$ cat config.mk
export PLATFORM = sky130hd
export DESIGN_NAME = page_map_allocator
export DESIGN_NICKNAME = d
export VERILOG_FILES = /design/src/rtl/pma_pkg.sv /design/src/rtl/pma_ram.sv /design/src/rtl/pma_ctrl.sv /design/src/rtl/pma_dpath.sv /design/src/rtl/page_map_allocator.sv
export SDC_FILE = /design/constraint.sdc
export NUM_CORES = 1
export LEC_CHECK = 0
export CAP_MARGIN = 20
export CORE_ASPECT_RATIO = 1.1
export CORE_MARGIN = 4
export CORE_UTILIZATION = 46
export CTS_CLUSTER_DIAMETER = 200
export CTS_CLUSTER_SIZE = 30
export DETAILED_ROUTE_END_ITERATION = 7
export DONT_BUFFER_PORTS = 1
export PLACE_DENSITY = 0.68
export SYNTH_ARGS = -nofsm -noshare
export SYNTH_HDL_FRONTEND = slang
export SYNTH_HIERARCHICAL = 1
export SYNTH_SLANG_ARGS = --single-unit
$ cat constraint.sdc
create_clock -name clock -period 45 [get_ports clock]
set_clock_uncertainty 0.2 [all_clocks]
set_input_delay 0 -clock clock [delete_from_list [all_inputs] [get_ports clock]]
set_output_delay 0 -clock clock [all_outputs]
set_load 0.02 [all_outputs]
$ cat src/rtl/pma_pkg.sv
// Shared types, codes and sizes for the page map allocator.
// No dependencies; used by pma_ctrl, pma_dpath and page_map_allocator.
`default_nettype none

package pma_pkg;

   // Map geometry
   localparam int PAGES   = 256;
   localparam int PAGE_AW = $clog2(PAGES);
   localparam int CNT_W   = 9;            // page_count, align_pages, page_limit
   localparam int POS_W   = CNT_W + 1;    // scan positions and aligned restarts

   localparam logic [CNT_W-1:0] LIMIT_RESET = CNT_W'(PAGES);

   // Page states
   localparam logic [1:0] PG_FREE   = 2'd0;
   localparam logic [1:0] PG_EXCL   = 2'd1;
   localparam logic [1:0] PG_SHARED = 2'd2;

   // Request kinds
   localparam logic [1:0] KIND_ALLOC = 2'd0;
   localparam logic [1:0] KIND_FREE  = 2'd1;
   localparam logic [1:0] KIND_LOCK  = 2'd2;

   // Response status codes
   localparam logic [1:0] RSP_OK       = 2'd0;
   localparam logic [1:0] RSP_NO_SPACE = 2'd1;
   localparam logic [1:0] RSP_BUSY     = 2'd2;
   localparam logic [1:0] RSP_RANGE    = 2'd3;

   // Datapath operations
   localparam logic [3:0] OP_NONE        = 4'd0;
   localparam logic [3:0] OP_LOAD        = 4'd1;
   localparam logic [3:0] OP_CLEAR       = 4'd2;
   localparam logic [3:0] OP_RUN_START   = 4'd3;
   localparam logic [3:0] OP_STEP        = 4'd4;
   localparam logic [3:0] OP_BREAK       = 4'd5;
   localparam logic [3:0] OP_ALIGN_ADD   = 4'd6;
   localparam logic [3:0] OP_ALIGN_SET   = 4'd7;
   localparam logic [3:0] OP_FILL_S      = 4'd8;
   localparam logic [3:0] OP_FILL_B      = 4'd9;
   localparam logic [3:0] OP_FILL        = 4'd10;
   localparam logic [3:0] OP_RANGE_START = 4'd11;
   localparam logic [3:0] OP_OUT         = 4'd12;

   typedef struct packed {
      logic [3:0] op;
      logic       set_res;     // latch res_code into the result register
      logic [1:0] res_code;
      logic       res_at_s;    // result page is the run start, else 0
   } cmd_type;

   typedef struct packed {
      logic [1:0] kind;
      logic       shared;
      logic       clr_last;
      logic       count_zero;
      logic       range_bad;
      logic       s_ge_max;
      logic       p_alloc;     // page just read is exclusively held
      logic       p_used;      // page just read is not free
      logic       run_last;    // page just read completes the run
      logic       next_ge_max;
      logic       align_on;
      logic       m_le_s;
      logic       fill_last;
   } sts_type;

endpackage

`default_nettype wire

$ cat src/rtl/pma_ram.sv
// Generic single-write, single-read RAM with registered read data.
// No dependencies.
`default_nettype none

module pma_ram #(
   parameter int WIDTH = 2,
   parameter int DEPTH = 256
) (
   input  wire logic                     clock,
   input  wire logic                     wr_en,
   input  wire logic [$clog2(DEPTH)-1:0] wr_addr,
   input  wire logic [WIDTH-1:0]         wr_data,
   input  wire logic [$clog2(DEPTH)-1:0] rd_addr,
   output      logic [WIDTH-1:0]         rd_data
);

   logic [WIDTH-1:0] mem_ff [DEPTH];

   always_ff @(posedge clock) begin
      if (wr_en) begin
         mem_ff[wr_addr] <= wr_data;
      end
      rd_data <= mem_ff[rd_addr];
   end

endmodule

`default_nettype wire

$ cat src/rtl/pma_ctrl.sv
// Sequencer for the page map allocator: handshakes and operation order.
// Depends on pma_pkg (cmd_type, sts_type, op and status codes).
`default_nettype none

module pma_ctrl (
   input  wire logic            clock,
   input  wire logic            reset,
   input  wire logic            req_valid,
   output      logic            req_ready,
   output      logic            rsp_valid,
   input  wire logic            rsp_ready,
   input  wire pma_pkg::sts_type sts,
   output      pma_pkg::cmd_type cmd
);

   localparam logic [3:0] ST_CLEAR    = 4'd0;
   localparam logic [3:0] ST_IDLE     = 4'd1;
   localparam logic [3:0] ST_DISPATCH = 4'd2;
   localparam logic [3:0] ST_A_START  = 4'd3;
   localparam logic [3:0] ST_A_SCAN   = 4'd4;
   localparam logic [3:0] ST_A_ALIGN  = 4'd5;
   localparam logic [3:0] ST_L_SCAN   = 4'd6;
   localparam logic [3:0] ST_FILL     = 4'd7;
   localparam logic [3:0] ST_RESP     = 4'd8;

   logic [3:0] state_ff, state_in;
   logic       rsp_valid_ff, rsp_valid_in;
   logic       blocked;

   assign req_ready = (state_ff == ST_IDLE);
   assign rsp_valid = rsp_valid_ff;
   assign blocked   = sts.shared ? sts.p_alloc : sts.p_used;

   always_comb begin
      state_in = state_ff;
      cmd      = '0;
      case (state_ff)
         ST_CLEAR: begin
            cmd.op = pma_pkg::OP_CLEAR;
            if (sts.clr_last) begin
               state_in = ST_IDLE;
            end
         end
         ST_IDLE: begin
            if (req_valid) begin
               cmd.op   = pma_pkg::OP_LOAD;
               state_in = ST_DISPATCH;
            end
         end
         ST_DISPATCH: begin
            case (sts.kind)
               pma_pkg::KIND_ALLOC: begin
                  state_in = ST_A_START;
               end
               pma_pkg::KIND_FREE, pma_pkg::KIND_LOCK: begin
                  cmd.set_res = 1'b1;
                  if (sts.range_bad) begin
                     cmd.res_code = pma_pkg::RSP_RANGE;
                     state_in     = ST_RESP;
                  end else if (sts.count_zero) begin
                     cmd.res_code = pma_pkg::RSP_OK;
                     state_in     = ST_RESP;
                  end else if (sts.kind == pma_pkg::KIND_FREE) begin
                     cmd.res_code = pma_pkg::RSP_OK;
                     cmd.op       = pma_pkg::OP_FILL_B;
                     state_in     = ST_FILL;
                  end else begin
                     cmd.set_res = 1'b0;
                     cmd.op      = pma_pkg::OP_RANGE_START;
                     state_in    = ST_L_SCAN;
                  end
               end
               default: begin
                  cmd.set_res  = 1'b1;
                  cmd.res_code = pma_pkg::RSP_OK;
                  state_in     = ST_RESP;
               end
            endcase
         end
         ST_L_SCAN: begin
            if (sts.p_alloc) begin
               cmd.set_res  = 1'b1;
               cmd.res_code = pma_pkg::RSP_BUSY;
               state_in     = ST_RESP;
            end else if (sts.run_last) begin
               cmd.set_res  = 1'b1;
               cmd.res_code = pma_pkg::RSP_OK;
               cmd.op       = pma_pkg::OP_FILL_B;
               state_in     = ST_FILL;
            end else begin
               cmd.op = pma_pkg::OP_STEP;
            end
         end
         ST_A_START: begin
            if (sts.s_ge_max) begin
               cmd.set_res  = 1'b1;
               cmd.res_code = pma_pkg::RSP_NO_SPACE;
               state_in     = ST_RESP;
            end else if (sts.count_zero) begin
               cmd.set_res  = 1'b1;
               cmd.res_code = pma_pkg::RSP_OK;
               cmd.res_at_s = 1'b1;
               state_in     = ST_RESP;
            end else begin
               cmd.op   = pma_pkg::OP_RUN_START;
               state_in = ST_A_SCAN;
            end
         end
         ST_A_SCAN: begin
            if (blocked) begin
               cmd.op   = pma_pkg::OP_BREAK;
               state_in = sts.align_on ? ST_A_ALIGN : ST_A_START;
            end else if (sts.run_last) begin
               cmd.set_res  = 1'b1;
               cmd.res_code = pma_pkg::RSP_OK;
               cmd.res_at_s = 1'b1;
               cmd.op       = pma_pkg::OP_FILL_S;
               state_in     = ST_FILL;
            end else if (sts.next_ge_max) begin
               cmd.set_res  = 1'b1;
               cmd.res_code = pma_pkg::RSP_NO_SPACE;
               state_in     = ST_RESP;
            end else begin
               cmd.op = pma_pkg::OP_STEP;
            end
         end
         ST_A_ALIGN: begin
            // walk the multiple up until it passes the restart point
            if (sts.m_le_s) begin
               cmd.op = pma_pkg::OP_ALIGN_ADD;
            end else begin
               cmd.op   = pma_pkg::OP_ALIGN_SET;
               state_in = ST_A_START;
            end
         end
         ST_FILL: begin
            cmd.op = pma_pkg::OP_FILL;
            if (sts.fill_last) begin
               state_in = ST_RESP;
            end
         end
         ST_RESP: begin
            if (!rsp_valid_ff || rsp_ready) begin
               cmd.op   = pma_pkg::OP_OUT;
               state_in = ST_IDLE;
            end
         end
         default: begin
            state_in = ST_IDLE;
         end
      endcase
   end

   assign rsp_valid_in = (rsp_valid_ff & ~rsp_ready) | (cmd.op == pma_pkg::OP_OUT);

   always_ff @(posedge clock) begin
      if (reset) begin
         state_ff     <= ST_CLEAR;
         rsp_valid_ff <= 1'b0;
      end else begin
         state_ff     <= state_in;
         rsp_valid_ff <= rsp_valid_in;
      end
   end

endmodule

`default_nettype wire

$ cat src/rtl/pma_dpath.sv
// Datapath of the page map allocator: request registers, scan counters,
// alignment stepper, page map RAM and result registers.
// Depends on pma_pkg and pma_ram.
`default_nettype none

module pma_dpath (
   input  wire logic                         clock,
   input  wire logic                         reset,
   input  wire logic [1:0]                   req_kind,
   input  wire logic [pma_pkg::CNT_W-1:0]    req_page_count,
   input  wire logic [pma_pkg::CNT_W-1:0]    req_align_pages,
   input  wire logic                         req_shared,
   input  wire logic [pma_pkg::PAGE_AW-1:0]  req_base_page,
   input  wire logic                         csr_wr_en,
   input  wire logic [pma_pkg::CNT_W-1:0]    csr_wr_data,
   input  wire pma_pkg::cmd_type             cmd,
   output      pma_pkg::sts_type             sts,
   output      logic [1:0]                   rsp_status,
   output      logic [pma_pkg::PAGE_AW-1:0]  rsp_found_page
);

   localparam int AW = pma_pkg::PAGE_AW;
   localparam int CW = pma_pkg::CNT_W;
   localparam int PW = pma_pkg::POS_W;

   // request payload
   logic [1:0]    kind_ff;
   logic [CW-1:0] count_ff;
   logic [CW-1:0] align_ff;
   logic          sh_ff;
   logic [AW-1:0] base_ff;

   logic [CW-1:0] limit_ff;

   // scan state: run start, aligned multiple, current page, pages left
   logic [PW-1:0] s_ff, s_in;
   logic [PW-1:0] m_ff, m_in;
   logic [PW-1:0] l_ff, l_in;
   logic [CW-1:0] c_ff, c_in;
   logic [AW-1:0] wptr_ff, wptr_in;
   logic [CW-1:0] wc_ff, wc_in;
   logic [AW-1:0] clr_ff;

   logic [1:0]    res_status_ff;
   logic [AW-1:0] res_found_ff;
   logic [1:0]    rsp_status_ff;
   logic [AW-1:0] rsp_found_ff;

   logic [CW-1:0] max_lim;
   logic [PW-1:0] l_next;
   logic [PW-1:0] range_end;
   logic [1:0]    mark;

   logic          ram_we;
   logic [AW-1:0] ram_waddr;
   logic [1:0]    ram_wdata;
   logic [AW-1:0] ram_raddr;
   logic [1:0]    ram_rdata;

   assign max_lim   = (limit_ff > pma_pkg::LIMIT_RESET) ? pma_pkg::LIMIT_RESET : limit_ff;
   assign l_next    = l_ff + PW'(1);
   assign range_end = PW'(base_ff) + PW'(count_ff);

   always_comb begin
      case (kind_ff)
         pma_pkg::KIND_ALLOC: mark = sh_ff ? pma_pkg::PG_SHARED : pma_pkg::PG_EXCL;
         pma_pkg::KIND_FREE:  mark = pma_pkg::PG_FREE;
         default:             mark = pma_pkg::PG_EXCL;
      endcase
   end

   always_comb begin
      s_in      = s_ff;
      m_in      = m_ff;
      l_in      = l_ff;
      c_in      = c_ff;
      wptr_in   = wptr_ff;
      wc_in     = wc_ff;
      ram_we    = 1'b0;
      ram_waddr = wptr_ff;
      ram_wdata = mark;
      ram_raddr = l_ff[AW-1:0];
      case (cmd.op)
         pma_pkg::OP_LOAD: begin
            s_in = '0;
            m_in = '0;
         end
         pma_pkg::OP_CLEAR: begin
            ram_we    = 1'b1;
            ram_waddr = clr_ff;
            ram_wdata = pma_pkg::PG_FREE;
         end
         pma_pkg::OP_RUN_START: begin
            l_in      = s_ff;
            c_in      = count_ff;
            ram_raddr = s_ff[AW-1:0];
         end
         pma_pkg::OP_RANGE_START: begin
            l_in      = PW'(base_ff);
            c_in      = count_ff;
            ram_raddr = base_ff;
         end
         pma_pkg::OP_STEP: begin
            l_in      = l_next;
            c_in      = c_ff - CW'(1);
            ram_raddr = l_next[AW-1:0];
         end
         pma_pkg::OP_BREAK: begin
            s_in = l_next;
         end
         pma_pkg::OP_ALIGN_ADD: begin
            m_in = m_ff + PW'(align_ff);
         end
         pma_pkg::OP_ALIGN_SET: begin
            s_in = m_ff;
         end
         pma_pkg::OP_FILL_S: begin
            wptr_in = s_ff[AW-1:0];
            wc_in   = count_ff;
         end
         pma_pkg::OP_FILL_B: begin
            wptr_in = base_ff;
            wc_in   = count_ff;
         end
         pma_pkg::OP_FILL: begin
            ram_we  = 1'b1;
            wptr_in = wptr_ff + AW'(1);
            wc_in   = wc_ff - CW'(1);
         end
         default: begin
         end
      endcase
   end

   always_ff @(posedge clock) begin
      if (reset) begin
         limit_ff <= pma_pkg::LIMIT_RESET;
         clr_ff   <= '0;
      end else begin
         if (csr_wr_en) begin
            limit_ff <= csr_wr_data;
         end
         if (cmd.op == pma_pkg::OP_CLEAR) begin
            clr_ff <= clr_ff + AW'(1);
         end
      end
   end

   always_ff @(posedge clock) begin
      if (cmd.op == pma_pkg::OP_LOAD) begin
         kind_ff  <= req_kind;
         count_ff <= req_page_count;
         align_ff <= req_align_pages;
         sh_ff    <= req_shared;
         base_ff  <= req_base_page;
      end
      s_ff    <= s_in;
      m_ff    <= m_in;
      l_ff    <= l_in;
      c_ff    <= c_in;
      wptr_ff <= wptr_in;
      wc_ff   <= wc_in;
      if (cmd.set_res) begin
         res_status_ff <= cmd.res_code;
         res_found_ff  <= cmd.res_at_s ? s_ff[AW-1:0] : '0;
      end
      if (cmd.op == pma_pkg::OP_OUT) begin
         rsp_status_ff <= res_status_ff;
         rsp_found_ff  <= res_found_ff;
      end
   end

   pma_ram #(
      .WIDTH (2),
      .DEPTH (pma_pkg::PAGES)
   ) u_map (
      .clock   (clock),
      .wr_en   (ram_we),
      .wr_addr (ram_waddr),
      .wr_data (ram_wdata),
      .rd_addr (ram_raddr),
      .rd_data (ram_rdata)
   );

   always_comb begin
      sts.kind        = kind_ff;
      sts.shared      = sh_ff;
      sts.clr_last    = (clr_ff == AW'(pma_pkg::PAGES - 1));
      sts.count_zero  = (count_ff == '0);
      sts.range_bad   = (range_end > PW'(max_lim));
      sts.s_ge_max    = (s_ff >= PW'(max_lim));
      sts.p_alloc     = (ram_rdata == pma_pkg::PG_EXCL);
      sts.p_used      = (ram_rdata != pma_pkg::PG_FREE);
      sts.run_last    = (c_ff == CW'(1));
      sts.next_ge_max = (l_next >= PW'(max_lim));
      sts.align_on    = (align_ff > CW'(1));
      sts.m_le_s      = (m_ff <= s_ff);
      sts.fill_last   = (wc_ff == CW'(1));
   end

   assign rsp_status     = rsp_status_ff;
   assign rsp_found_page = rsp_found_ff;

endmodule

`default_nettype wire

$ cat src/rtl/page_map_allocator.sv
// Top level of the page map allocator: sequencer plus datapath.
// Depends on pma_pkg, pma_ctrl, pma_dpath (and pma_ram below it).
//
//   Port group  Dir  Handshake          Payload
//   req_*       in   req_valid/ready    kind, page_count, align_pages, shared, base_page
//   rsp_*       out  rsp_valid/ready    status, found_page
//   csr_*       in   csr_wr_en          csr_wr_data -> page_limit (9 bits)
//
// One request at a time; the 256 x 2 page map RAM has one write and one
// registered read port, so scans and fills touch one page a cycle.
// A free fills its range; a lock scans its range and fills it unless a page is held
// exclusively; an allocate scans, restarts past blocked pages, aligns, then fills.
// Reset starts a clearing pass over all 256 pages; req_ready is low, csr writes taken.
// A response stalled in the output register holds the next one in the core.
`default_nettype none

module page_map_allocator (
   input  wire logic                        clock,
   input  wire logic                        reset,
   // request channel
   input  wire logic                        req_valid,
   output      logic                        req_ready,
   input  wire logic [1:0]                  req_kind,
   input  wire logic [pma_pkg::CNT_W-1:0]   req_page_count,
   input  wire logic [pma_pkg::CNT_W-1:0]   req_align_pages,
   input  wire logic                        req_shared,
   input  wire logic [pma_pkg::PAGE_AW-1:0] req_base_page,
   // response channel
   output      logic                        rsp_valid,
   input  wire logic                        rsp_ready,
   output      logic [1:0]                  rsp_status,
   output      logic [pma_pkg::PAGE_AW-1:0] rsp_found_page,
   // page_limit register
   input  wire logic                        csr_wr_en,
   input  wire logic [pma_pkg::CNT_W-1:0]   csr_wr_data
);

   pma_pkg::cmd_type cmd;
   pma_pkg::sts_type sts;

   // sequencer: owns both handshakes and the response valid flag
   pma_ctrl u_ctrl (
      .clock     (clock),
      .reset     (reset),
      .req_valid (req_valid),
      .req_ready (req_ready),
      .rsp_valid (rsp_valid),
      .rsp_ready (rsp_ready),
      .sts       (sts),
      .cmd       (cmd)
   );

   // datapath: captures the request on transfer, runs scans and fills
   pma_dpath u_dpath (
      .clock           (clock),
      .reset           (reset),
      .req_kind        (req_kind),
      .req_page_count  (req_page_count),
      .req_align_pages (req_align_pages),
      .req_shared      (req_shared),
      .req_base_page   (req_base_page),
      .csr_wr_en       (csr_wr_en),
      .csr_wr_data     (csr_wr_data),
      .cmd             (cmd),
      .sts             (sts),
      .rsp_status      (rsp_status),
      .rsp_found_page  (rsp_found_page)
   );

endmodule

`default_nettype wire
# Word level (Yosys, flattened, before mapping)
# Memory sizes are Yosys's and may differ from the RTL's. A register that Yosys moved wholly into a read port is not among the register bits.
# Cells that the tools add are included.
# word_totals
register_bits	127
latch_bits	0
mem_bits_rw	512
rom_bits	0
in_bits	43
output_inout_bits	12
memories	1
# op_classes
add_sub_neg	7
mul	0
div_mod_pow	0
order_cmp	6
eq_ne	33
shifts	0
muxes	62
n_bitwise	3
reduce_logical	17
# mem_list
name	words	word_bits	read_ports	rd_ports_with_merged_regs	wr	line_no	source
u_dpath.u_map.mem_ff	256	2	1	1	1	pma_ram.sv:17	logic [WIDTH-1:0] mem_ff [DEPTH];
# op_table
operator	count
4-bit 2-to-1 mux	22
4-bit one-hot mux with 9 select lines	2
10-bit one-hot mux with 3 select lines	2
8-bit one-hot mux with 3 select lines	2
9-bit one-hot mux with 2 select lines	2
4-bit by 3-bit == test with 1-bit output, second input constant	8
4-bit == test, second input constant	6
10-bit by 9-bit >= comparator with 1-bit output	2
10-bit one-hot mux with 2 select lines	1
9-bit by 1-bit == test with 1-bit output, second input constant	2
3-bit 2-to-1 mux	6
9-bit by 1-bit subtractor with 9-bit output, second input constant	2
8-bit by 1-bit adder with 8-bit output, second input constant	2
4-bit by 2-bit == test with 1-bit output, second input constant	4
3-bit one-hot mux with 4 select lines	1
10-bit by 1-bit adder with 10-bit output, second input constant	1
10-bit by 9-bit adder with 10-bit output	1
8-bit by 9-bit adder with 10-bit output	1
10-bit by 9-bit > comparator with 1-bit output	1
10-bit <= comparator	1
1-bit 2-to-1 mux	10
2-bit 2-to-1 mux	5
5-bit 2-to-1 mux	2
9-bit by 1-bit > comparator with 1-bit output, second input constant	1
28 further kinds	41

# Depth between registers and ports, before layout
# Gate-level depths: netlist of run 1.
# logic_depth
depth_word	12
depth_mapped	36

# Cells and area by module
# Netlist of run 1, hierarchy kept.
# modules_own_cells
module	n_inst	cells_per_inst	area_per_inst_um2
pma_ram	1	1242	21381.8
pma_dpath	1	687	7244.4
pma_ctrl	1	119	915.9

# Least setup slack after synthesis of run 1
# Ideal clock, no wire load.
# synth_path
path_type	register -> register
from	reg u_dpath.count_ff[0]
to	mem u_dpath.u_map.mem_ff[0][1] (data pin)
setup_ns	3.012
arrival_time_ns	18.140
t_required_ns	41.788
path_slack_ns	23.648
path_stages_with_launch	20
period_less_slack_ns	21.352
cell_sequence	edfxtp_1 > ha_1 > fa_1 > a21o_1 > nand4_1 > nand3_1 > o41ai_1 > xnor2_1 > ha_1 > a211o_1 > a41oi_1 > o211ai_1 > or3b_1 > nor3_1 > a21oi_1 > o211ai_1 > buf_6 > nor4b_4 > buf_2 > nor4b_1
# synth_lines
item	line_no	source
from (decl)	pma_dpath.sv:28	logic [CW-1:0] count_ff;
from (signal assigned)	pma_dpath.sv:152	count_ff <= req_page_count;
to (decl)	pma_ram.sv:17	

==> results of run 1 <==
[state kept, by name, summed over array words and instances (netlist names)]
name,flops
u_dpath/l_ff,10
u_ctrl/rsp_valid,1
u_dpath/limit_ff,9
u_dpath/u_map/rd_data,2
u_dpath/count_ff,9
u_dpath/sh_ff,1
u_dpath/s_ff,10
u_dpath/c_ff,9
u_ctrl/state_ff,4
u_dpath/kind_ff,2
u_dpath/clr_ff,8
u_dpath/wc_ff,9
u_dpath/base_ff,8
u_dpath/res_status_ff,2
u_dpath/u_map/mem_ff,512
u_dpath/wptr_ff,8
u_dpath/m_ff,10
u_dpath/rsp_status,2
u_dpath/align_ff,9
u_dpath/rsp_found_page,8
u_dpath/res_found_ff,8
[metal layers]
layer	global-route usage (%)	routed length, µm	share of wire [%]
met3	2.20	5240	7.3
met4	4.90	1750	2.4
met5	0	0	0
met2	35.9	36000	50
met1	27.5	28500	40
[metrics by stage]
step                      cell area, µm²  std cells  hold slack (ps)  power (mW)  setup slack, ps
after global routing               31800       2936             46.5       0.979            34960
after floorplan                    29500       2048             -135       0.666            23650
final                              31800       2936             44.1       0.948            35770
after global placement             30100       2799             -128       0.670            35970
after detailed placement           30200       2800             -127       0.671            35730
after CTS                          31800       2933            0.359       0.954            35670
[cells in the final DEF, fill, tap and decap left out, types with 22 or more instances in the layout]
| cell | Yosys | layout |
|---|---|---|
| nor3_1 | 23 | 22 |
| nor2_1 | 326 | 325 |
| mux2i_1 | 74 | 74 |
| ha_1 | 64 | 64 |
| inv_1 | 37 | 37 |
| o21ai_0 | 61 | 61 |
| dfxtp_1 | 24 | 24 |
| mux4_2 | 82 | 82 |
| a21oi_1 | 49 | 49 |
| buf_4 | 5 | 28 |
| nand2_1 | 108 | 107 |
| edfxtp_1 | 617 | 617 |
| xnor2_1 | 27 | 27 |
| dlygate4sd3_1 | 0 | 88 |
| nor2b_1 | 25 | 24 |
| clkbuf_16 | 0 | 25 |
| nand3_1 | 55 | 55 |
[final cells by class]
cell class,count,area [µm²]
Timing Repair Buffer,122,1200
Clock buffer,43,693
Sequential cell,641,19000
Clock inverter,2,40.0
Multi-Input combinational cell,1247,9660
Fill cell,5349,31800
Inverter,40,150
Tap cell,841,1050
[Yosys cell counts (6+ instances only)]
library cell and instances:
edfxtp_1 617, o21ai_0 61, mux4_2 82, o221ai_1 17, xor2_1 18, o211ai_1 15
a311oi_1 6, nand3_1 55, a21o_1 13, o22ai_1 8, nor3_1 23, mux2i_1 74
and2_1 14, a22oi_1 9, buf_2 22, mux2_2 17, nor2_1 326, mux4_1 20
o21ai_1 8, buf_12 8, a221oi_1 9, dfxtp_1 24, nand2b_1 18, buf_6 14
nor2b_1 25, xnor2_1 27, a21oi_1 49, a22o_1 13, nor4_1 8, a211oi_1 13
nand2_1 108, nor3b_1 10, and3_1 8, nor4b_1 8, ha_1 64, nand4_1 21
clkbuf_1 63, or3_1 7, o31ai_1 6, inv_1 37, a2111oi_0 6
[critical path: cells and delay by family, from the launching register on]
family	cells	cell delay, ps
compound gates	12	3140
simple gates	9	2500
buf+inv	2	1090
fa+ha+maj	3	880
mux	1	600
flops	1	480
xor+xnor	1	120
[kinds of logic (layout without fill, tap and decap cells)]
group,count (synthesis),after routing
simple gates,664,664
flops,641,641
compound gates,278,278
mux,194,194
buf+inv,160,207
fa+ha+maj,66,66
xor+xnor,45,45
[worst paths after layout]
| path | from | endpoint | slack (ps) | depth (start not counted) |
|---|---|---|---|---|
| worst min-delay path | rsp_ready | u_ctrl/rsp_valid$_SDFF_PP0_ | 40 | 3 |
| worst min register to register | u_dpath/res_found_ff[3]$_SDFFCE_PN0P_ | u_dpath/rsp_found_page[3]$_DFFE_PN_ | 230 | 0 |
| worst max-delay path | u_dpath/count_ff[0]$_DFFE_PP_ | u_dpath/u_map/rd_data[0]$_DFF_P_ | 35770 | 28 |
| worst max register to register | u_dpath/count_ff[0]$_DFFE_PP_ | u_dpath/u_map/rd_data[0]$_DFF_P_ | 35770 | 28 |
[power by group through the flow]
stage / clock (mW) / combinational [mW] / sequential (mW)
2_1_floorplan: 0 / 0.00738 / 0.659
4_1_cts: 0.289 / 0.0193 / 0.645
5_1_grt: 0.313 / 0.0209 / 0.646
3_3_place_gp: 0 / 0.0115 / 0.659
3_5_place_dp: 0 / 0.0125 / 0.659
6_report: 0.282 / 0.0198 / 0.645
==> summary.txt, run 1 <==
Run status
  – Status: finished clean

Power
  – Leakage Power: 10.7 nW
  – Net Sw Frac: 19.6%
  – Power Density: 29.8 nW/µm²
  – Logic gate share of total power: 2.1%
  – Maximum VDD drop: 0.0303 mV
  – Net Switching: 0.185 mW
  – Clock Power Share: 29.8%
  – Cell-internal power: 0.762 mW
  – Flop pwr share: 68.1%

Min path
  – HP Class: in -> reg

Global routing
  – Total track usage: 20.4%
  – Largest net degree at the start of global routing: 257
  – Vias in the first global route: 18.0k
  – First-pass GRT wire length: 109000 µm
  – Initial antenna violation count: 0
  – GRT overflow: 0

Yosys
  – Synth warn: 6
  – Compound-Gate Fraction of Synth Area: 6.56%
  – Ys flop type: edfxtp_1
  – Seq/Total Area, Yosys: 64.3%
  – Post-synth net total: 2157
  – Post-synthesis simple-gate area fraction: 10.6%
  – Post-synth top area share: 62.7%
  – Syn avg cell area: 14.4 µm²
  – Multiplexer share of the synthesized area: 11.2%
  – Area leader, netlist: edfxtp_1
  – Top cells by area, synth: edfxtp_1 63%, mux4_2 6.3%, nor2_1 4.1%
  – Adder-Cell Fraction of Synth Area: 2.85%
  – Distinct cells, synth: 96
  – Cells after Synth: 2048
  – Largest family of logic cells by synthesized area: multiplexers
  – Post-Synth XOR/XNOR Area: 1.33%
  – Yosys reg bits: 641
  – Post-synth EDFFs: 617
  – Synthesized cell area: 29500 µm²
  – Ys async rst share: 0%

CTS
  – Post-CTS Setup Bufs: 0
  – Post-CTS Resized: 0
  – Num CTS Buffers: 25
  – # hold bufs at CTS: 88
  – Clk pin slew, worst setup/hold paths: 120 ps
  – Sink count of the clock tree: 641
  – Worst skew pair latency: 610 ps
  – CTS root buffer: clkbuf_16
  – Bufs on Longest Clock Path: 3
  – H-tree Lvls: 1
  – CTS tree: yes

Floorplanning
  – Row cnt: 97
  – Full die area: 68300 µm²
  – Starting Density: 46.5%
  – Die W: 250 µm
  – Die H: 274 µm
  – Core area: 63600 µm²
  – # IOs: 55

Critical path
  – Critical Path RT: 45290 ps
  – CP max-delay cell: o211ai_1
  – Critical Path AT: 9510 ps
  – Largest stage delay, worst path: 800 ps
  – Crit-path max FO: 51
  – CP startpoint kind: flip-flop
  – Endpoint class of the critical path: flip-flop
  – Critical path class: reg -> reg

Detailed routing
  – Routed WL: 71500 µm
  – DRT antenna net count: 0
  – DRT iter0 DRCs: 2114
  – DRC: 0
  – Via count: 17.8k
  – DR WL/cell: 24.3 µm
  – DR pass1 iterations: 5
  – Via density per instance: 6.07

Layout
  – # diodes: 0
  – Share of layout cells above drive strength 1: 9.26%
  – # nets final: 2186
  – Area grow syn2layout: 7.67%
  – Fin util: 50.0%

STA
  – RSZ-0062 raised after global routing: no
  – Slew margin rel.: 21.4%
  – Final setup vio count: 0
  – Slew Limit Fails: 0
  – TNS Setup: 0 ps
  – Hold Vio Cnt, Final: 0
  – Worst-margin pin slew: 1180 ps
  – Fin crit share: 20.5%
  – Minimum clock period: 9230 ps
  – F_max: 108 MHz

Run
  – Max cap viols: 0

Placed design
  – Gpl congestion: 0.940
  – Hpwl dp: 45600 µm
  – Port bufs: 0
(Power assumes the default switching activity.)
==> inputs of run 2 (changes only) <==
--- a/config.mk
+++ b/config.mk
@@ -13,7 +13,7 @@
 export CTS_CLUSTER_SIZE = 30
 export DETAILED_ROUTE_END_ITERATION = 7
 export DONT_BUFFER_PORTS = 1
-export PLACE_DENSITY = 0.68
+export PLACE_DENSITY = 0.7
 export SYNTH_ARGS = -nofsm -noshare
 export SYNTH_HDL_FRONTEND = slang
 export SYNTH_HIERARCHICAL = 1
==> constraint.sdc (replaced) <==
create_clock -name clock -period 8.4 [get_ports clock]
set_clock_uncertainty 0.2 [all_clocks]
set_input_delay 0 -clock clock [delete_from_list [all_inputs] [get_ports clock]]
set_output_delay 0 -clock clock [all_outputs]
set_load 0.02 [all_outputs]
==> summary.txt, run 2 (synthesized netlist as in run 1, its figures left out) <==
Power
  – Leakage Power: 10.8 nW (+1.3%)
  – Total power: 5.07 mW (+440%)
  – Power Density: 158 nW/µm² (+430%)
  – Maximum VDD drop: 0.151 mV (+400%)

CTS
  – # hold bufs at CTS: 90 (+2.3%)
  – CTS tree: yes
  – Worst skew pair latency: 600 ps (about the same)
  – H-tree Lvls: 1 (unchanged)
  – Sink count of the clock tree: 641 (unchanged)
  – Post-CTS Resized: 0 (unchanged)
  – Post-CTS Setup Bufs: 0 (unchanged)
  – CTS root buffer: clkbuf_16
  – Clk pin slew, worst setup/hold paths: 120 ps (about the same)
  – Num CTS Buffers: 25 (unchanged)
  – Bufs on Longest Clock Path: 3 (unchanged)

Detailed routing
  – DRT iter0 DRCs: 2031 (-3.9%)
  – Routed WL: 71600 µm (+0.17%)
  – Via count: 18.1k (+1.6%)
  – DRC: 0 (unchanged)
  – DR WL/cell: 24.2 µm (-0.71%)
  – DRT antenna net count: 0 (unchanged)
  – DR pass1 iterations: 5 (unchanged)
  – Via density per instance: 6.11 (+0.69%)

Critical path
  – Critical Path AT: 8190 ps (-1320 ps)
  – CP startpoint kind: flip-flop
  – CP top delay family: compound AO/OA/AOI/OAI gates
  – Endpoint class of the critical path: flip-flop
  – Worst path bufs/invs: 2 (unchanged)
  – CP max-delay cell: a311oi_4
  – Critical Path RT: 8690 ps (-36600 ps)
  – Critical path class: reg -> reg
  – Largest stage delay, worst path: 830 ps (+30 ps)
  – Crit-path max FO: 39 (-24%)

Floorplanning
  – # IOs: 55 (unchanged)
  – Core area: 63600 µm² (unchanged)
  – Die H: 274 µm (unchanged)
  – Starting Density: 46.5% (unchanged)
  – Row cnt: 97 (unchanged)
  – Full die area: 68300 µm² (unchanged)
  – Die W: 250 µm (unchanged)

STA
  – Hold Vio Cnt, Final: 0 (unchanged)
  – RSZ-0062 raised after global routing: no
  – F_max: 127 MHz (+17%)
  – Minimum clock period: 7900 ps (-1320 ps)
  – Final setup vio count: 0 (unchanged)
  – TNS Setup: 0 ps (unchanged)
  – Fin crit share: 94.1% (+74 points)
  – Slew Limit Fails: 0 (unchanged)
  – Worst-margin pin slew: 1130 ps (-44.5 ps)
  – Slew margin rel.: 24.5% (+3.2 points)

Layout
  – # diodes: 0 (unchanged)
  – Commonest non-fill, non-tap cell in the layout: edfxtp_1
  – Share of layout cells above drive strength 1: 10.6% (+1.3 points)
  – Area grow syn2layout: 8.66%
  – # nets final: 2211 (+1.1%)
  – Filler instances: 5290 (-1.1%)
  – Footprint of the multi-input gates: 9700 µm² (+0.40%)
  – Largest register FFs: 512 (unchanged)
  – Highest-count cells in the layout ignoring fill and taps: 617 x edfxtp_1, 325 x nor2_1, 107 x nand2_1
  – Reg with most FFs: u_dpath/u_map/mem_ff
  – Fin area: 32100 µm² (+0.92%)
  – FF+latch area: 19000 µm² (unchanged)

Global routing
  – First-pass GRT wire length: 108000 µm (-0.65%)
  – GRT overflow: 0 (unchanged)
  – Initial antenna violation count: 0 (unchanged)
  – Largest net degree at the start of global routing: 257 (unchanged)
  – Vias in the first global route: 17.8k (-0.85%)
  – Total track usage: 20.3% (-0.075 points)

Min path
  – HP Class: reg -> reg

Run status
  – Status: finished clean

Placed design
  – DP Area: 30400 µm² (+0.98%)
  – Hpwl dp: 46600 µm (+2.2%)
  – Gpl congestion: 0.906 (-3.6%)
  – Port bufs: 0 (unchanged)

Run
  – Max cap viols: 0 (unchanged)
## run 2: power breakdown
group / switching, mW / internal [mW] / leakage [nW] / total, mW
logic: 0.0599 / 0.0459 / 4.27 / 0.106
clock network: 0.927 / 0.582 / 0.345 / 1.51
registers: 0.00401 / 3.45 / 6.19 / 3.46
total: 0.991 / 4.08 / 10.8 / 5.07
## run 2: cell type report
cell class / instances / share of cell area [%]
Tap cell: 841 / 3.28
Clock buffer: 44 / 2.17
Clock inverter: 2 / 0.0896
Sequential cell: 641 / 59.2
Multi-Input combinational cell: 1247 / 30.2
Inverter: 40 / 0.468
Timing Repair Buffer: 147 / 4.55
## run 2: metrics by stage
step | utilization, % | setup WS, ps | hold WS, ps | instances
4_1_cts | 50.4 | 583 | 230 | 2961
3_5_place_dp | 47.9 | 628 | -130 | 2825
2_1_floorplan | - | -749 | -135 | 2048
3_3_place_gp | 47.9 | 760 | -130 | 2825
6_report | 50.5 | 499 | 233 | 2962
5_1_grt | 50.5 | 127 | 245 | 2962
## run 2: metal layers
layer  GRT usage [%]  routed length (µm)  vias up  share of wire [%]
met5               0                   0        -                  0
met4            5.07                1730        0                2.4
met3            2.47                5520      100                7.7
li1                -                   -     7981                  -
met1            27.8               28500     9208                 40
met2            35.1               35800      809                 50
## run 2: path summary, 6_finish.rpt
kind	startpoint	end	slack [ps]	cells after the start
max reg2reg	u_dpath/base_ff[0]$_DFFE_PP_	u_dpath/u_map/rd_data[0]$_DFF_P_	500	26
min	u_dpath/res_found_ff[4]$_SDFFCE_PN0P_	u_dpath/rsp_found_page[4]$_DFFE_PN_	230	0
max	u_dpath/base_ff[0]$_DFFE_PP_	u_dpath/u_map/rd_data[0]$_DFF_P_	500	26
min reg2reg	u_dpath/res_found_ff[4]$_SDFFCE_PN0P_	u_dpath/rsp_found_page[4]$_DFFE_PN_	230	0
==> inputs of run 3 (changes only) <==
--- a/config.mk
+++ b/config.mk
@@ -14,6 +14,7 @@
 export DETAILED_ROUTE_END_ITERATION = 7
 export DONT_BUFFER_PORTS = 1
 export PLACE_DENSITY = 0.7
+export RECOVER_POWER = 100
 export SYNTH_ARGS = -nofsm -noshare
 export SYNTH_HDL_FRONTEND = slang
 export SYNTH_HIERARCHICAL = 1
==> summary.txt, run 3 (synthesized netlist as in run 1, its figures left out) <==
Global routing
  – Vias in the first global route: 17.8k (unchanged)
  – Largest net degree at the start of global routing: 257 (unchanged)
  – GRT overflow: 0 (unchanged)
  – First-pass GRT wire length: 108000 µm (unchanged)
  – Initial antenna violation count: 0 (unchanged)
  – Total track usage: 20.3% (unchanged)

STA
  – Slew Limit Fails: 352 (+352)
  – Slack of the critical path: 446 ps (-52.8 ps)
  – Fin crit share: 94.7% (+0.63 points)
  – Worst-margin pin slew: 2650 ps (+1520 ps)
  – Hold Vio Cnt, Final: 0 (unchanged)
  – RSZ-0062 raised after global routing: no
  – Slew margin rel.: -76.8% (-100 points)
  – F_max: 126 MHz (-0.66%)
  – Final setup vio count: 0 (unchanged)
  – Minimum clock period: 7950 ps (+52.8 ps)

Min path
  – Number of cells on the worst hold path: 0 (unchanged)
  – HP Class: reg -> reg

Detailed routing
  – DRT iter0 DRCs: 2065 (+1.7%)
  – DRT antenna net count: 0 (unchanged)
  – DR WL/cell: 24.2 µm (about the same)
  – Routed WL: 71600 µm (about the same)
  – DR pass1 iterations: 6 (+1)
  – Via count: 18.1k (-0.017%)
  – Via density per instance: 6.11 (about the same)
  – DRC: 0 (unchanged)

Power
  – Maximum VDD drop: 0.152 mV (+0.63%)
  – Leakage Power: 10.7 nW (-0.64%)
  – Power Density: 159 nW/µm² (+0.39%)

Run status
  – Failing checks: max-capacitance violations, max-slew violations
  – Status: finished with violations

CTS
  – Post-CTS Resized: 0 (unchanged)
  – Sink count of the clock tree: 641 (unchanged)
  – Worst skew pair latency: 600 ps (about the same)
  – Post-CTS Setup Bufs: 0 (unchanged)
  – Clk pin slew, worst setup/hold paths: 110 ps (about the same)
  – Num CTS Buffers: 25 (unchanged)
  – H-tree Lvls: 1 (unchanged)
  – Bufs on Longest Clock Path: 3 (unchanged)
  – CTS tree: yes
  – # hold bufs at CTS: 90 (unchanged)
  – CTS root buffer: clkbuf_16

Layout
  – Share of layout cells above drive strength 1: 9.57% (-1.0 points)
  – # nets final: 2211 (unchanged)
  – Reg with most FFs: u_dpath/u_map/mem_ff
  – Largest register FFs: 512 (unchanged)
  – Highest-count cells in the layout ignoring fill and taps: 617 x edfxtp_1, 327 x nor2_1, 107 x nand2_1
  – # diodes: 0 (unchanged)
  – Commonest non-fill, non-tap cell in the layout: edfxtp_1
  – Area grow syn2layout: 8.14%
  – Fin util: 50.2% (-0.24 points)

Critical path
  – Crit-path max FO: 39 (unchanged)
  – Worst path bufs/invs: 2 (unchanged)
  – Critical Path AT: 8240 ps (+50 ps)
  – Critical Path RT: 8690 ps (about the same)
  – Critical path class: reg -> reg
  – R2R depth: 26 (unchanged)
  – Endpoint class of the critical path: flip-flop
  – CP top delay family: compound AO/OA/AOI/OAI gates
  – CP startpoint kind: flip-flop
  – Largest stage delay, worst path: 830 ps (about the same)
  – Worst path depth: 26 (unchanged)
  – CP max-delay cell: a311oi_4

Floorplanning
  – Full die area: 68300 µm² (unchanged)
  – Row cnt: 97 (unchanged)
  – Die H: 274 µm (unchanged)
  – Core area: 63600 µm² (unchanged)
  – Starting Density: 46.5% (unchanged)
  – Die W: 250 µm (unchanged)
  – # IOs: 55 (unchanged)

Placed design
  – Port bufs: 0 (unchanged)
  – Pre-CTS WS: 628 ps (unchanged)
  – Gpl congestion: 0.906 (unchanged)
  – Hpwl dp: 46600 µm (unchanged)

Run
  – Max cap viols: 4 (+4)
-- run 3: through the flow --
step	power, mW	instances	hold WS (ps)	setup TNS [ps]	area, µm²
final	5.07	2962	229	0	31900
after global routing	5.23	2962	245	0	31900
after global placement	3.59	2825	-130	0	30400
after floorplan	3.57	2048	-135	-191640	29600
after CTS	5.10	2961	230	0	32100
after detailed placement	3.60	2825	-130	0	30400
-- run 3: power by group --
part	internal, mW	switching, mW	leakage, nW	total (mW)
Combinational	0.0441	0.0601	4.20	0.104
Sequential	3.45	0.00404	6.19	3.46
Clock	0.582	0.925	0.345	1.51
Total	4.08	0.989	10.7	5.07
-- run 3: final timing paths --
kind	start	end	slack, ps
worst max-delay path	u_dpath/base_ff[0]$_DFFE_PP_	u_dpath/u_map/rd_data[0]$_DFF_P_	450
worst min-delay path	u_dpath/res_found_ff[4]$_SDFFCE_PN0P_	u_dpath/rsp_found_page[4]$_DFFE_PN_	230
worst max register to register	u_dpath/base_ff[0]$_DFFE_PP_	u_dpath/u_map/rd_data[0]$_DFF_P_	450
worst min register to register	u_dpath/res_found_ff[4]$_SDFFCE_PN0P_	u_dpath/rsp_found_page[4]$_DFFE_PN_	230
-- run 3: per-layer routing --
layer	routed length [µm]	up-vias	GRT usage (%)
li1	-	7988	-
met1	28400	9168	27.8
met2	35800	842	35.1
met3	5640	97	2.47
met4	1720	0	5.07
met5	0	-	0
-- run 3: final cells by class --
| class | instances | area [µm²] |
|---|---|---|
| Clock buffer | 44 | 697 |
| Clock inverter | 2 | 28.8 |
| Fill cell | 5322 | 31600 |
| Inverter | 40 | 150 |
| Multi-Input combinational cell | 1247 | 9640 |
| Sequential cell | 641 | 19000 |
| Tap cell | 841 | 1050 |
| Timing Repair Buffer | 147 | 1370 |
